<file path="src/gda_pkg.sv">
// Shared types, constants and calendar tables for the Gregorian date arithmetic unit.
`default_nettype none

package gda_pkg;

    // Pipeline shape: front end (date check and day number), one middle stage
    // (offset add, difference, range check) and the day-number-to-date split.
    localparam int FRONT_STAGES = 3;
    localparam int SPLIT_STAGES = 7;
    localparam int MID_STAGE    = FRONT_STAGES;
    localparam int STAGES       = FRONT_STAGES + 1 + SPLIT_STAGES;

    // Date status codes, first failing check wins.
    typedef enum logic [2:0] {
        STAT_OK          = 3'd0,
        STAT_DAY_RANGE   = 3'd1,
        STAT_MONTH_RANGE = 3'd2,
        STAT_FEB_DAY     = 3'd3,
        STAT_MONTH_END   = 3'd4
    } status_t;

    typedef struct packed {
        status_t     status;
        logic        leap;
        logic [22:0] jdn;
    } date_info_t;

    typedef struct packed {
        logic [4:0]  day;
        logic [3:0]  month;
        logic [13:0] year;
    } cal_date_t;

    localparam logic [3:0]  MONTH_FEB = 4'd2;
    localparam logic [3:0]  MONTH_JUL = 4'd7;
    localparam logic [3:0]  MONTH_DEC = 4'd12;

    localparam logic [12:0] YEAR_BIAS  = 13'd4800;
    localparam logic [14:0] JDN_BIAS   = 15'd32045;
    localparam logic [14:0] SPLIT_BIAS = 15'd32044;
    localparam logic [17:0] DAYS_400Y  = 18'd146097;
    localparam logic [10:0] DAYS_4Y    = 11'd1461;

    // Valid day numbers for years 1 through 9999.
    localparam logic signed [24:0] JDN_FIRST = 25'sd1721426;
    localparam logic signed [24:0] JDN_LAST  = 25'sd5373484;

    // Reciprocal multipliers for division by constants; each is exact over
    // the full width of the dividend it is applied to.
    localparam logic [12:0] DIV100_MUL     = 13'd5243;
    localparam int          DIV100_SHIFT   = 19;
    localparam logic [25:0] DIV146097_MUL  = 26'd60207212;
    localparam int          DIV146097_SHIFT = 43;
    localparam logic [20:0] DIV1461_MUL    = 21'd1469873;
    localparam int          DIV1461_SHIFT  = 31;
    localparam logic [10:0] DIV153_MUL     = 11'd1714;
    localparam int          DIV153_SHIFT   = 18;
    localparam logic [23:0] DIV7_MUL       = 24'd9586981;
    localparam int          DIV7_SHIFT     = 26;

    // Days from March 1 to the start of a month, months counted from March.
    function automatic logic [8:0] days_before(input logic [3:0] mm);
        logic [8:0] days;
        case (mm)
            4'd0:    days = 9'd0;
            4'd1:    days = 9'd31;
            4'd2:    days = 9'd61;
            4'd3:    days = 9'd92;
            4'd4:    days = 9'd122;
            4'd5:    days = 9'd153;
            4'd6:    days = 9'd184;
            4'd7:    days = 9'd214;
            4'd8:    days = 9'd245;
            4'd9:    days = 9'd275;
            4'd10:   days = 9'd306;
            4'd11:   days = 9'd337;
            default: days = 9'd0;
        endcase
        return days;
    endfunction

endpackage

`default_nettype wire

</file>
<file path="src/gda_jdn_calc.sv">
// Three-stage date check, leap year flag and Julian day number for one date.
`default_nettype none

module gda_jdn_calc import gda_pkg::*; (
    input  logic                    clk,
    input  logic [FRONT_STAGES-1:0] stage_en,
    input  logic [4:0]              day,
    input  logic [3:0]              month,
    input  logic [13:0]             year,
    output date_info_t              info
);

    // Stage 0: year shift for January and February, month table, year / 100.
    logic        low_month;
    logic [3:0]  mm_idx;
    logic [14:0] yy;
    logic [26:0] y_prod;

    logic [4:0]  s0_day_reg;
    logic [3:0]  s0_month_reg;
    logic [13:0] s0_year_reg;
    logic [7:0]  s0_q100_reg;
    logic [14:0] s0_yy_reg;
    logic [8:0]  s0_before_reg;

    assign low_month = (month <= MONTH_FEB);
    assign mm_idx    = low_month ? (month + 4'd9) : (month - 4'd3);
    assign yy        = 15'(year) + 15'(YEAR_BIAS) - {14'd0, low_month};
    assign y_prod    = 27'(year) * 27'(DIV100_MUL);

    always_ff @(posedge clk)
    begin
        if (stage_en[0])
        begin
            s0_day_reg    <= day;
            s0_month_reg  <= month;
            s0_year_reg   <= year;
            s0_q100_reg   <= y_prod[DIV100_SHIFT +: 8];
            s0_yy_reg     <= yy;
            s0_before_reg <= days_before(mm_idx);
        end
    end

    // Stage 1: leap flag, status, shifted year / 100.
    logic [14:0] h100;
    logic [13:0] r100;
    logic        leap;
    logic        short_month;
    status_t     status_next;
    logic [27:0] yy_prod;

    logic        s1_leap_reg;
    status_t     s1_status_reg;
    logic [9:0]  s1_dt_reg;
    logic [14:0] s1_yy_reg;
    logic [7:0]  s1_c100_reg;

    assign h100 = 15'(s0_q100_reg) * 15'd100;
    assign r100 = s0_year_reg - h100[13:0];
    assign leap = (s0_year_reg[1:0] == 2'b00)
                  && ((r100 != 14'd0) || (s0_q100_reg[1:0] == 2'b00));
    assign short_month = (s0_month_reg <= MONTH_JUL) ? !s0_month_reg[0] : s0_month_reg[0];
    assign yy_prod = 28'(s0_yy_reg) * 28'(DIV100_MUL);

    always_comb
    begin
        if (s0_day_reg == 5'd0)
            status_next = STAT_DAY_RANGE;
        else if ((s0_month_reg == 4'd0) || (s0_month_reg > MONTH_DEC))
            status_next = STAT_MONTH_RANGE;
        else if ((s0_month_reg == MONTH_FEB) && (s0_day_reg > (leap ? 5'd29 : 5'd28)))
            status_next = STAT_FEB_DAY;
        else if ((s0_day_reg == 5'd31) && short_month)
            status_next = STAT_MONTH_END;
        else
            status_next = STAT_OK;
    end

    always_ff @(posedge clk)
    begin
        if (stage_en[1])
        begin
            s1_leap_reg   <= leap;
            s1_status_reg <= status_next;
            s1_dt_reg     <= 10'(s0_day_reg) + 10'(s0_before_reg);
            s1_yy_reg     <= s0_yy_reg;
            s1_c100_reg   <= yy_prod[DIV100_SHIFT +: 8];
        end
    end

    // Stage 2: day number sum.
    logic [23:0] jdn_sum;
    date_info_t  info_reg;

    assign jdn_sum = 24'(s1_dt_reg) + 24'(s1_yy_reg) * 24'd365 + 24'(s1_yy_reg[14:2])
                     - 24'(s1_c100_reg) + 24'(s1_c100_reg[7:2]) - 24'(JDN_BIAS);

    always_ff @(posedge clk)
    begin
        if (stage_en[2])
        begin
            info_reg.status <= s1_status_reg;
            info_reg.leap   <= s1_leap_reg;
            info_reg.jdn    <= jdn_sum[22:0];
        end
    end

    assign info = info_reg;

endmodule

`default_nettype wire

</file>
<file path="src/gda_date_split.sv">
// Seven-stage conversion of a Julian day number back to a Gregorian date.
`default_nettype none

module gda_date_split import gda_pkg::*; (
    input  logic                    clk,
    input  logic [SPLIT_STAGES-1:0] stage_en,
    input  logic [22:0]             shift_jdn,
    output cal_date_t               date
);

    logic [22:0] s0_a_reg;
    logic [22:0] s1_a_reg;
    logic [7:0]  s1_b_reg;
    logic [7:0]  s2_b_reg;
    logic [17:0] s2_c_reg;
    logic [7:0]  s3_b_reg;
    logic [17:0] s3_c_reg;
    logic [8:0]  s3_dd_reg;
    logic [7:0]  s4_b_reg;
    logic [8:0]  s4_dd_reg;
    logic [8:0]  s4_e_reg;
    logic [7:0]  s5_b_reg;
    logic [8:0]  s5_dd_reg;
    logic [8:0]  s5_e_reg;
    logic [3:0]  s5_mm_reg;
    cal_date_t   date_reg;

    logic [50:0] b_prod;
    logic [24:0] cyc_days;
    logic [22:0] c_full;
    logic [40:0] dd_prod;
    logic [19:0] quad_days;
    logic [17:0] e_full;
    logic [10:0] m5;
    logic [21:0] mm_prod;
    logic        late;
    logic [8:0]  day_sum;
    logic [15:0] year_sum;

    // Split into centuries, then years within the century, then months.
    assign b_prod    = 51'({s0_a_reg, 2'b11}) * 51'(DIV146097_MUL);
    assign cyc_days  = 25'(s1_b_reg) * 25'(DAYS_400Y);
    assign c_full    = s1_a_reg - cyc_days[24:2];
    assign dd_prod   = 41'({s2_c_reg, 2'b11}) * 41'(DIV1461_MUL);
    assign quad_days = 20'(s3_dd_reg) * 20'(DAYS_4Y);
    assign e_full    = s3_c_reg - quad_days[19:2];
    assign m5        = 11'(s4_e_reg) * 11'd5 + 11'd2;
    assign mm_prod   = 22'(m5) * 22'(DIV153_MUL);

    // Months counted from March: the last two belong to the next year.
    assign late     = (s5_mm_reg >= 4'd10);
    assign day_sum  = s5_e_reg - days_before(s5_mm_reg) + 9'd1;
    assign year_sum = 16'(s5_b_reg) * 16'd100 + 16'(s5_dd_reg) + {15'd0, late}
                      - 16'(YEAR_BIAS);

    always_ff @(posedge clk)
    begin
        if (stage_en[0])
        begin
            s0_a_reg <= shift_jdn + 23'(SPLIT_BIAS);
        end
        if (stage_en[1])
        begin
            s1_a_reg <= s0_a_reg;
            s1_b_reg <= b_prod[DIV146097_SHIFT +: 8];
        end
        if (stage_en[2])
        begin
            s2_b_reg <= s1_b_reg;
            s2_c_reg <= c_full[17:0];
        end
        if (stage_en[3])
        begin
            s3_b_reg  <= s2_b_reg;
            s3_c_reg  <= s2_c_reg;
            s3_dd_reg <= dd_prod[DIV1461_SHIFT +: 9];
        end
        if (stage_en[4])
        begin
            s4_b_reg  <= s3_b_reg;
            s4_dd_reg <= s3_dd_reg;
            s4_e_reg  <= e_full[8:0];
        end
        if (stage_en[5])
        begin
            s5_b_reg  <= s4_b_reg;
            s5_dd_reg <= s4_dd_reg;
            s5_e_reg  <= s4_e_reg;
            s5_mm_reg <= mm_prod[DIV153_SHIFT +: 4];
        end
        if (stage_en[6])
        begin
            date_reg.day   <= day_sum[4:0];
            date_reg.month <= late ? (s5_mm_reg - 4'd9) : (s5_mm_reg + 4'd3);
            date_reg.year  <= year_sum[13:0];
        end
    end

    assign date = date_reg;

endmodule

`default_nettype wire

</file>
<file path="src/gregorian_date_arithmetic_unit.sv">
// Top level of the Gregorian date arithmetic unit: handshake, pipeline control and results.
//
//   channel   direction  handshake             payload
//   --------  ---------  --------------------  ---------------------------------------------
//   request   in         src_valid, src_stall  day, month, year, other_day, other_month,
//                                              other_year, offset_days
//   result    out        dst_valid, dst_stall  status, other_status, is_leap, day_number,
//                                              weekday, difference, shifted_day,
//                                              shifted_month, shifted_year, shift_overflow
//
// Every request passes eleven register stages before its result is offered, and one
// request can enter per cycle unless a result stall has reached the input. The depth is
// set by the day-number-to-date split: seven stages for its chain of constant divisions.
// Reset clears only the per-stage valid bits; payload registers are not reset.
// A stall on the result side holds the last stage and ripples back one stage only
// where the stage behind is full, so bubbles close up and nothing is lost or repeated.
`default_nettype none

module gregorian_date_arithmetic_unit import gda_pkg::*; (
    input  logic               clk,
    input  logic               rst_n,

    input  logic               src_valid,
    output logic               src_stall,
    input  logic [4:0]         day,
    input  logic [3:0]         month,
    input  logic [13:0]        year,
    input  logic [4:0]         other_day,
    input  logic [3:0]         other_month,
    input  logic [13:0]        other_year,
    input  logic signed [22:0] offset_days,

    output logic               dst_valid,
    input  logic               dst_stall,
    output logic [2:0]         status,
    output logic [2:0]         other_status,
    output logic               is_leap,
    output logic [22:0]        day_number,
    output logic [2:0]         weekday,
    output logic signed [23:0] difference,
    output logic [4:0]         shifted_day,
    output logic [3:0]         shifted_month,
    output logic [13:0]        shifted_year,
    output logic               shift_overflow
);

    // Result fields that ride alongside the date split.
    typedef struct packed {
        status_t     status;
        status_t     other_status;
        logic        leap;
        logic [22:0] jdn;
        logic [2:0]  weekday;
        logic [23:0] diff;
        logic        overflow;
        logic        zero_shift;
    } side_t;

    // Per-stage valid bits and load enables. A stage loads when it is empty or
    // when the stage ahead of it is moving.
    logic [STAGES-1:0] pipe_valid_reg;
    logic [STAGES-1:0] pipe_en;

    always_comb
    begin
        pipe_en[STAGES-1] = !pipe_valid_reg[STAGES-1] || !dst_stall;
        for (int k = STAGES - 2; k >= 0; k--)
        begin
            pipe_en[k] = !pipe_valid_reg[k] || pipe_en[k+1];
        end
    end

    always_ff @(posedge clk or negedge rst_n)
    begin
        if (!rst_n)
        begin
            pipe_valid_reg <= '0;
        end
        else
        begin
            if (pipe_en[0])
                pipe_valid_reg[0] <= src_valid;
            for (int k = 1; k < STAGES; k++)
            begin
                if (pipe_en[k])
                    pipe_valid_reg[k] <= pipe_valid_reg[k-1];
            end
        end
    end

    assign src_stall = !pipe_en[0];
    assign dst_valid = pipe_valid_reg[STAGES-1];

    // Front end: both dates are checked and numbered in parallel.
    date_info_t first_info;
    date_info_t second_info;

    gda_jdn_calc u_first (
        .clk      (clk),
        .stage_en (pipe_en[FRONT_STAGES-1:0]),
        .day      (day),
        .month    (month),
        .year     (year),
        .info     (first_info)
    );

    gda_jdn_calc u_second (
        .clk      (clk),
        .stage_en (pipe_en[FRONT_STAGES-1:0]),
        .day      (other_day),
        .month    (other_month),
        .year     (other_year),
        .info     (second_info)
    );

    // The offset travels beside the front end.
    logic [22:0] offset_reg [FRONT_STAGES];

    always_ff @(posedge clk)
    begin
        if (pipe_en[0])
            offset_reg[0] <= offset_days;
        for (int k = 1; k < FRONT_STAGES; k++)
        begin
            if (pipe_en[k])
                offset_reg[k] <= offset_reg[k-1];
        end
    end

    // Middle stage: offset add and range check, difference, and the first half of
    // the weekday (quotient by seven). An invalid first date zeroes everything that
    // depends on its day number; an invalid second date zeroes the difference.
    logic                first_ok;
    logic                second_ok;
    logic [22:0]         jdn_masked;
    logic [22:0]         offset_mid;
    logic signed [24:0]  shift_sum;
    logic                out_of_range;
    logic [46:0]         wq_prod;
    logic [23:0]         diff_full;

    status_t             mid_status_reg;
    status_t             mid_other_status_reg;
    logic                mid_leap_reg;
    logic [22:0]         mid_jdn_reg;
    logic [20:0]         mid_wq_reg;
    logic [23:0]         mid_diff_reg;
    logic                mid_overflow_reg;
    logic                mid_zero_reg;
    logic [22:0]         mid_shift_reg;

    assign first_ok   = (first_info.status == STAT_OK);
    assign second_ok  = (second_info.status == STAT_OK);
    assign jdn_masked = first_ok ? first_info.jdn : 23'd0;
    assign offset_mid = offset_reg[FRONT_STAGES-1];
    assign shift_sum  = $signed({2'b00, first_info.jdn})
                        + $signed({{2{offset_mid[22]}}, offset_mid});
    assign out_of_range = (shift_sum < JDN_FIRST) || (shift_sum > JDN_LAST);
    assign wq_prod    = 47'(jdn_masked) * 47'(DIV7_MUL);
    assign diff_full  = {1'b0, first_info.jdn} - {1'b0, second_info.jdn};

    always_ff @(posedge clk)
    begin
        if (pipe_en[MID_STAGE])
        begin
            mid_status_reg       <= first_info.status;
            mid_other_status_reg <= second_info.status;
            mid_leap_reg         <= first_info.leap;
            mid_jdn_reg          <= jdn_masked;
            mid_wq_reg           <= wq_prod[DIV7_SHIFT +: 21];
            mid_diff_reg         <= (first_ok && second_ok) ? diff_full : 24'd0;
            mid_overflow_reg     <= first_ok && out_of_range;
            mid_zero_reg         <= !first_ok || out_of_range;
            mid_shift_reg        <= shift_sum[22:0];
        end
    end

    // Date split of the shifted day number.
    cal_date_t split_date;

    gda_date_split u_split (
        .clk       (clk),
        .stage_en  (pipe_en[STAGES-1:MID_STAGE+1]),
        .shift_jdn (mid_shift_reg),
        .date      (split_date)
    );

    // Side fields follow the split stage by stage; the weekday remainder is
    // finished on entry.
    logic [23:0] seven_q;
    side_t       side_next;
    side_t       side_reg [SPLIT_STAGES];
    side_t       side_out;

    assign seven_q = 24'(mid_wq_reg) * 24'd7;

    always_comb
    begin
        side_next.status       = mid_status_reg;
        side_next.other_status = mid_other_status_reg;
        side_next.leap         = mid_leap_reg;
        side_next.jdn          = mid_jdn_reg;
        side_next.weekday      = 3'(mid_jdn_reg - seven_q[22:0]);
        side_next.diff         = mid_diff_reg;
        side_next.overflow     = mid_overflow_reg;
        side_next.zero_shift   = mid_zero_reg;
    end

    always_ff @(posedge clk)
    begin
        if (pipe_en[MID_STAGE+1])
            side_reg[0] <= side_next;
        for (int k = 1; k < SPLIT_STAGES; k++)
        begin
            if (pipe_en[MID_STAGE+1+k])
                side_reg[k] <= side_reg[k-1];
        end
    end

    assign side_out = side_reg[SPLIT_STAGES-1];

    // Result fields.
    assign status         = side_out.status;
    assign other_status   = side_out.other_status;
    assign is_leap        = side_out.leap;
    assign day_number     = side_out.jdn;
    assign weekday        = side_out.weekday;
    assign difference     = $signed(side_out.diff);
    assign shifted_day    = side_out.zero_shift ? 5'd0 : split_date.day;
    assign shifted_month  = side_out.zero_shift ? 4'd0 : split_date.month;
    assign shifted_year   = side_out.zero_shift ? 14'd0 : split_date.year;
    assign shift_overflow = side_out.overflow;

endmodule

`default_nettype wire

</file>
<file path="config.mk">
export PLATFORM = sky130hd
export DESIGN_NAME = gregorian_date_arithmetic_unit
export DESIGN_NICKNAME = d
export VERILOG_FILES = /design/src/gda_pkg.sv /design/src/gda_jdn_calc.sv /design/src/gda_date_split.sv /design/src/gregorian_date_arithmetic_unit.sv
export SDC_FILE = /design/constraint.sdc
export NUM_CORES = 2
export LEC_CHECK = 0
export BUFFER_PORTS_ARGS = -buffer_cell sky130_fd_sc_hd__buf_2
export CAP_MARGIN = 15
export CELL_PAD_IN_SITES_DETAIL_PLACEMENT = 1
export CELL_PAD_IN_SITES_GLOBAL_PLACEMENT = 1
export CORE_ASPECT_RATIO = 0.6
export CORE_MARGIN = 5
export CORE_UTILIZATION = 49
export CTS_CLUSTER_DIAMETER = 150
export DETAILED_ROUTE_END_ITERATION = 8
export HOLD_SLACK_MARGIN = 0.05
export PLACE_DENSITY_LB_ADDON = 0.1
export RECOVER_POWER = 100
export SLEW_MARGIN = 20
export SYNTH_ARGS = -nofsm -noshare
export SYNTH_HDL_FRONTEND = slang
export SYNTH_SLANG_ARGS = --single-unit
</file>
<file path="constraint.sdc">
create_clock -name clk -period 11.22 [get_ports clk]
set_input_delay 0.561 -clock clk [delete_from_list [all_inputs] [get_ports clk]]
set_output_delay 0.561 -clock clk [all_outputs]
set_load 0.02 [all_outputs]
</file>
### Word level (Yosys, flattened, before mapping)

Memories as Yosys holds them, arrays and structs flattened. A register that Yosys moved wholly into a read port is not among the register bits.
Cells that the tools add are included.

| operators by class | value |
|---|---|
| eq/ne operators | 4 |
| $lt $le $gt $ge | 11 |
| reduce and logical (&&, ||, !) cells | 55 |
| muxes and demuxes | 38 |
| multipliers | 17 |
| add/sub/neg operators | 36 |

Operator list:

| cell | number |
|---|---|
| multiplier 14 x 13 -> 27 bit (second input constant) | 2 |
| multiplier 15 x 13 -> 27 bit (second input constant) | 2 |
| multiplier 25 x 24 -> 49 bit (second input constant) | 1 |
| multiplier 23 x 24 -> 47 bit (second input constant) | 1 |
| adder 10 x 23 -> 23 bit | 2 |
| adder 23 x 13 -> 23 bit | 2 |
| adder 23 x 6 -> 23 bit | 2 |
| multiplier 15 x 9 -> 23 bit (second input constant) | 2 |
| subtractor 23 x 15 -> 23 bit (second input constant) | 2 |
| subtractor 23 x 8 -> 23 bit | 2 |
| multiplier 20 x 21 -> 40 bit (second input constant) | 1 |
| multiplier 8 x 5 -> 12 bit (second input constant) | 3 |
| adder 14 x 13 -> 15 bit (second input constant) | 2 |
| subtractor 15 x 1 -> 15 bit | 2 |
| nonzero test 14 bit | 2 |
| subtractor 14 bit | 2 |
| adder 24 x 23 -> 25 bit | 1 |
| > comparator 25 x 24 -> 1 bit (second input constant) | 1 |
| < comparator 25 x 22 -> 1 bit (second input constant) | 1 |
| two-way mux 1 bit | 24 |
| subtractor 23 x 23 -> 24 bit | 1 |
| adder 23 x 15 -> 23 bit (second input constant) | 1 |
| two-way mux 23 bit | 1 |
| multiplier 11 x 10 -> 21 bit (second input constant) | 1 |
| 38 further kinds | 100 |

| storage, ports and cells | value |
|---|---|
| register bits | 505 |
| memories kept | 5 |
| bits in writable memories | 482 |
| input port bits | 73 |
| bits in read-only memories | 432 |

Memory list:

| name | words | width | read ports | clocked after memory_dff | write ports | RTL line | RTL |
|---|---|---|---|---|---|---|---|
| side_reg | 7 | 59 | 7 | 0 | 7 | gregorian_date_arithmetic_unit.sv:192 | `side_t side_reg [SPLIT_STAGES];` |
| (no name shown) | 16 | 9 | 1 | 1 | 0 | gda_pkg.sv:64 | `case (mm)` |
| (no name shown) | 16 | 9 | 1 | 1 | 0 | gda_pkg.sv:64 |  |
| (no name shown) | 16 | 9 | 1 | 1 | 0 | gda_pkg.sv:64 |  |
| offset_reg | 3 | 23 | 3 | 0 | 3 | gregorian_date_arithmetic_unit.sv:117 | `logic [22:0] offset_reg [FRONT_STAGES];` |

### Longest topological paths before layout

| depth | value |
|---|---|
| depth after elaboration | 14 |
| mapped depth | 33 |

### By module

Synthesis repeated with hierarchy kept, for this count alone.

| unflattened totals | value |
|---|---|
| cell total of the unflattened synthesis | 7,145 |
| area total of the unflattened synthesis | 86,917.1 sq um |

By module, submodules not included:

| module | cells an instance | sequential area each (sq um) | instances | area each (sq um) |
|---|---|---|---|---|
| gda_date_split | 2,574 | 5,385.2 | 1 | 28,524.9 |
| gregorian_date_arithmetic_unit | 1,531 | 17,211.5 | 1 | 24,893.9 |
| gda_jdn_calc at u_first | 1,544 | 3,573.4 | 1 | 16,881.2 |
| gda_jdn_calc at u_second | 1,496 | 3,573.4 | 1 | 16,617.2 |

### Worst setup path after synthesis

Ideal clock, no wire load.

| path | value |
|---|---|
| kind | input-to-output |
| start point | input dst_stall |
| end point | output src_stall |
| setup slack | 0.215 ns |
| path buffers | 1 |
| data arrival time | 10.444 ns |
| stages | 8 |
| cell sequence | and3_1 > clkbuf_1 > inv_1 > nor2_1 > nand3_1 > nor2_1 > nand4_1 > inv_1 |

| on the way | value |
|---|---|
| longest elaborated chain between the ends | 13 |

Ends and longest elaborated chain:

| item | RTL line | RTL |
|---|---|---|
| start: declaration | gregorian_date_arithmetic_unit.sv:34 | `input logic dst_stall,` |
| zero test 1 bit | gregorian_date_arithmetic_unit.sv:66 | `pipe_en[STAGES-1] = !pipe_valid_reg[STAGES-1] \|\| !dst_stall;` |
| logical OR 1 bit | gregorian_date_arithmetic_unit.sv:66 |  |
| logical OR 1 bit (6 in series) | gregorian_date_arithmetic_unit.sv:69 | `pipe_en[k] = !pipe_valid_reg[k] \|\| pipe_en[k+1];` |
| net pipe_en[4] | gregorian_date_arithmetic_unit.sv:62 | `logic [STAGES-1:0] pipe_en;` |
| logical OR 1 bit (4 in series) | gregorian_date_arithmetic_unit.sv:69 |  |
| zero test 1 bit | gregorian_date_arithmetic_unit.sv:91 | `assign src_stall = !pipe_en[0];` |
| end: declaration | gregorian_date_arithmetic_unit.sv:24 | `output logic src_stall,` |

The timed path passes the listed nets, and every way through them passes these cells.

### Worst setup path after layout

| path | value |
|---|---|
| start point | register pipe_valid_reg[9] |
| end point | register u_second.s0_yy_reg[1] (enable) |

| on the way | value |
|---|---|
| longest elaborated chain between the ends | 11 |

Ends and longest elaborated chain:

| item | RTL line | RTL |
|---|---|---|
| start: declaration | gregorian_date_arithmetic_unit.sv:61 | `logic [STAGES-1:0] pipe_valid_reg;` |
| start signal: indexed assignment | gregorian_date_arithmetic_unit.sv:86 | `pipe_valid_reg[k] <= pipe_valid_reg[k-1];` |
| zero test 1 bit | gregorian_date_arithmetic_unit.sv:69 |  |
| logical OR 1 bit (6 in series) | gregorian_date_arithmetic_unit.sv:69 |  |
| net pipe_en[4] | gregorian_date_arithmetic_unit.sv:62 |  |
| logical OR 1 bit (4 in series) | gregorian_date_arithmetic_unit.sv:69 |  |
| end signal: assignment | gda_jdn_calc.sv:39 | `s0_yy_reg <= yy;` |
| end: declaration | gda_jdn_calc.sv:23 | `logic [14:0] s0_yy_reg;` |

The timed path passes the listed nets, and every way through them passes these cells.
A chain may end at the register's enable or synchronous reset.

==> results.md <==
* Placed Instances at 9512
* Setup slack, reg-to-reg at 2.51 ns
* Crit path launch type: flop
* Reg clk slew, reported paths at 0.07 ns
* Final nets at 9841
* Die Width at 552 µm
* Fin util at 53.0%
* Initial core utilization at 49.2%
* Crit path buffers/inverters at 3
* Max reg flops at 413
* Share of cells above drive strength 1 at 2.76%
* Final worst path period share at 77.7%
* DRT Pass-1 Iters at 5
* Vias in the first global route at 55200
* Synth Flop Type: edfxtp_1
* Dpl hpwl at 176000 µm
* RD Place Congestion at 0.930
* Die ar. at 0.185 mm²
* Core area at 0.175 mm²
* Wirelength per Cell at 21.4 µm
* CP endpoint: u_second.s0_yy_reg[1]$_DFFE_PN_
* Worst Skew at 0.0680 ns
* CP max-delay cell: clkbuf_1
* Worst reg2reg path endpoint: u_second.s0_yy_reg[1]$_DFFE_PN_
* Antenna Violating Nets Remaining at 0
* Worst Setup End Kind: flop
* Failing checks: capacitance limit, slew limit
* Worst EP arrival at 8.98 ns
* Mapped Nets at 9614
* Row cnt at 119
* Syn Std Cell Area at 0.0862 mm²
* Syn Area/Cell at 12.2 µm²
* CTS tree: yes
* Maximum buffer depth of the clock tree at 3
* Crit. path cell count at 8
* Min Tclk post-route at 8.71 ns
* Sequential area share after synthesis at 34.4%
* Max Fanout on Critical Path at 77
* Clock tree root driver cell: clkbuf_16
* Post-CTS setup buffer count at 0
* Status: finished with violations
* Final setup violation count at 0
* Synth warn at 0
* Port Buffers at 155
* Layout area overhead at 7.75%
* First-pass GRT wire length at 329000 µm
* Die height at 335 µm
* Critical path type: flop to flop
* Total CTS buffers at 98
* WP data required at 11.49 ns
* Clk Latency, worst-skew pair at 0.74 ns
* Fmax achieved at 0.115 GHz
* Most frequent CP cell: nor2_1
* Yosys reg bits at 992
* Starting DRT DRC Count at 3047
* CP startpoint: pipe_valid_reg[9]$_DFFE_PN0N_
* GRT Util Overall at 23.3%
* CTS sink cnt at 992
* Fin. Hold Viols at 0
* Final WL at 208000 µm
* Max_slew headroom at -229%
* Kind of cell adding the most delay to the critical path: buffers and inverters
* Worst hold path class: primary input to flop
* Post-synth ARST share at 1.11%
* Crit-path cells: and3_1 > clkinvlp_2 > nor2_1 > nand3_1 > nor2_1 > nand4_1 > clkbuf_1 > clkbuf_2
* Max_cap viols at 16
* Hold WS at 0.211 ns
* Unique masters post-synth at 80
* RSZ-0062 raised after global routing: no
* DRC Markers at 0
* Largest net degree at the start of global routing at 78
* Critical R2R Launch: pipe_valid_reg[9]$_DFFE_PN0N_
* I/O pin cnt at 156
* Slew @ Worst Pin at 4.93 ns
* Non-filler cells in the finished layout at 9727
* R2R cell count at 8
* TNS Setup at 0 ns
* H-tree levels at 3
* Total grt overflow at 0
* Number of synthesized flops with an enable pin at 976
* Slew Viols, Final at 938
* Vias at 50400
* Initial antenna violation count at 15
* CP max stage delay at 3.26 ns
* Vias per cell at 5.19
* Synthesized instance count at 7058
==> metrics by stage <==
stage               area (µm²)  worst slack [ns]
global route             92900              1.62
global placement         89600              3.63
CTS                      93200              3.41
detailed placement       89700              3.43
floorplan                86200             0.215
finish                   92900              2.51
==> cell usage after synthesis (7+ instances only) <==
library cell	count	area share, %
nand3_1	47	0.27
ha_1	1529	22
nor4_1	8	0.058
a21o_1	129	1.1
nand2b_1	39	0.28
buf_4	56	0.49
or2_2	12	0.087
xor2_1	99	1.0
nor3_1	61	0.35
o31ai_1	7	0.061
or3_1	17	0.12
o21ai_0	109	0.63
nand4_1	26	0.19
and3_1	17	0.12
a211oi_1	25	0.22
nor3b_1	8	0.070
fa_1	954	22
a21boi_0	9	0.078
o211ai_1	18	0.16
o2111ai_1	7	0.071
a31oi_1	22	0.16
o41ai_1	7	0.071
inv_1	1770	7.7
a211o_1	11	0.11
and4_1	8	0.081
dfrtp_1	11	0.32
nor2_1	192	0.84
nand2_1	119	0.52
a2111oi_0	9	0.091
o21bai_1	47	0.41
a31o_2	7	0.071
and2_1	35	0.25
or4_1	7	0.061
a21oi_1	209	1.2
o21a_1	43	0.37
clkbuf_1	16	0.070
edfxtp_1	976	34
xnor2_1	239	2.4
nor2b_1	69	0.50
==> what timing repair did <==
action                    CTS  global route
hold buffers               32             0
resized for setup           0             0
hold endpoints to repair   42             0
==> cell type report <==
class                   count  area, µm²
repair buffers            201        990
clock buffers             111       2500
fillers                 18200      82300
well taps                2359       2950
flip-flops and latches    992      29700
clock inverters            64        741
inverters                1771       6650
multi-input cells        4221      49400
diodes                      8       20.0
==> layer usage <==
| metal | global-route usage, % | wire length (µm) |
|---|---|---|
| met5 | 0 | 12 |
| met4 | 3.16 | 2700 |
| met3 | 5.64 | 14900 |
| met2 | 31.4 | 80900 |
| met1 | 38.2 | 110000 |
==> layout by cell type, fill, tap and decap left out, types with 10 or more instances in the layout <==
| cell | count |
|---|---|
| nor3_1 | 61 |
| o21ai_0 | 110 |
| nand4_1 | 26 |
| a31oi_1 | 22 |
| o21a_1 | 43 |
| clkinv_2 | 10 |
| a21o_1 | 129 |
| clkbuf_16 | 98 |
| and2_0 | 29 |
| a211o_1 | 11 |
| nor2b_1 | 69 |
| buf_2 | 26 |
| edfxtp_1 | 976 |
| o21bai_1 | 47 |
| nand3_1 | 47 |
| or3_1 | 17 |
| and3_1 | 17 |
| a211oi_1 | 27 |
| dfrtp_1 | 11 |
| clkinv_1 | 20 |
| inv_1 | 1767 |
| nand2_1 | 118 |
| xor2_1 | 99 |
| nor2_1 | 192 |
| clkbuf_1 | 154 |
| a21oi_1 | 209 |
| xnor2_1 | 239 |
| fa_1 | 954 |
| a2111oi_0 | 10 |
| dlygate4sd3_1 | 32 |
| o211ai_1 | 18 |
| nand2b_1 | 39 |
| or2_2 | 12 |
| ha_1 | 1529 |
==> logic make-up (layout without fill, tap and decap cells) <==
| family | count (synthesis) | count (layout) | share of synthesized area, % |
|---|---|---|---|
| buf+inv | 1845 | 2147 | 8.29 |
| fa+ha+maj | 2483 | 2483 | 44.3 |
| mux | 7 | 7 | 0.0856 |
| xor+xnor | 338 | 338 | 3.43 |
| simple gates | 683 | 683 | 4.01 |
| other cells | 0 | 8 | 0 |
| compound gates | 710 | 710 | 5.42 |
| flops | 992 | 992 | 34.4 |
==> worst min-delay path by stage <==
| stage | end | cells after the start | startpoint |
|---|---|---|---|
| after floorplan | pipe_valid_reg[0]$_DFFE_PN0N_ | 0 | rst_n |
| after global placement | side_reg[1][41]$_DFFE_PP_ | 0 | side_reg[0][41]$_DFFE_PP_ |
| after detailed placement | side_reg[3][57]$_DFFE_PP_ | 0 | side_reg[2][57]$_DFFE_PP_ |
| after CTS | u_first.s0_day_reg[1]$_DFFE_PN_ | 1 | day[1] |
| after global routing | u_first.s0_day_reg[1]$_DFFE_PN_ | 1 | day[1] |
| final | u_first.s0_day_reg[1]$_DFFE_PN_ | 1 | day[1] |
Power is not shown: default switching activity piles up to over one toggle a cycle in this logic, so the estimate is an artifact.
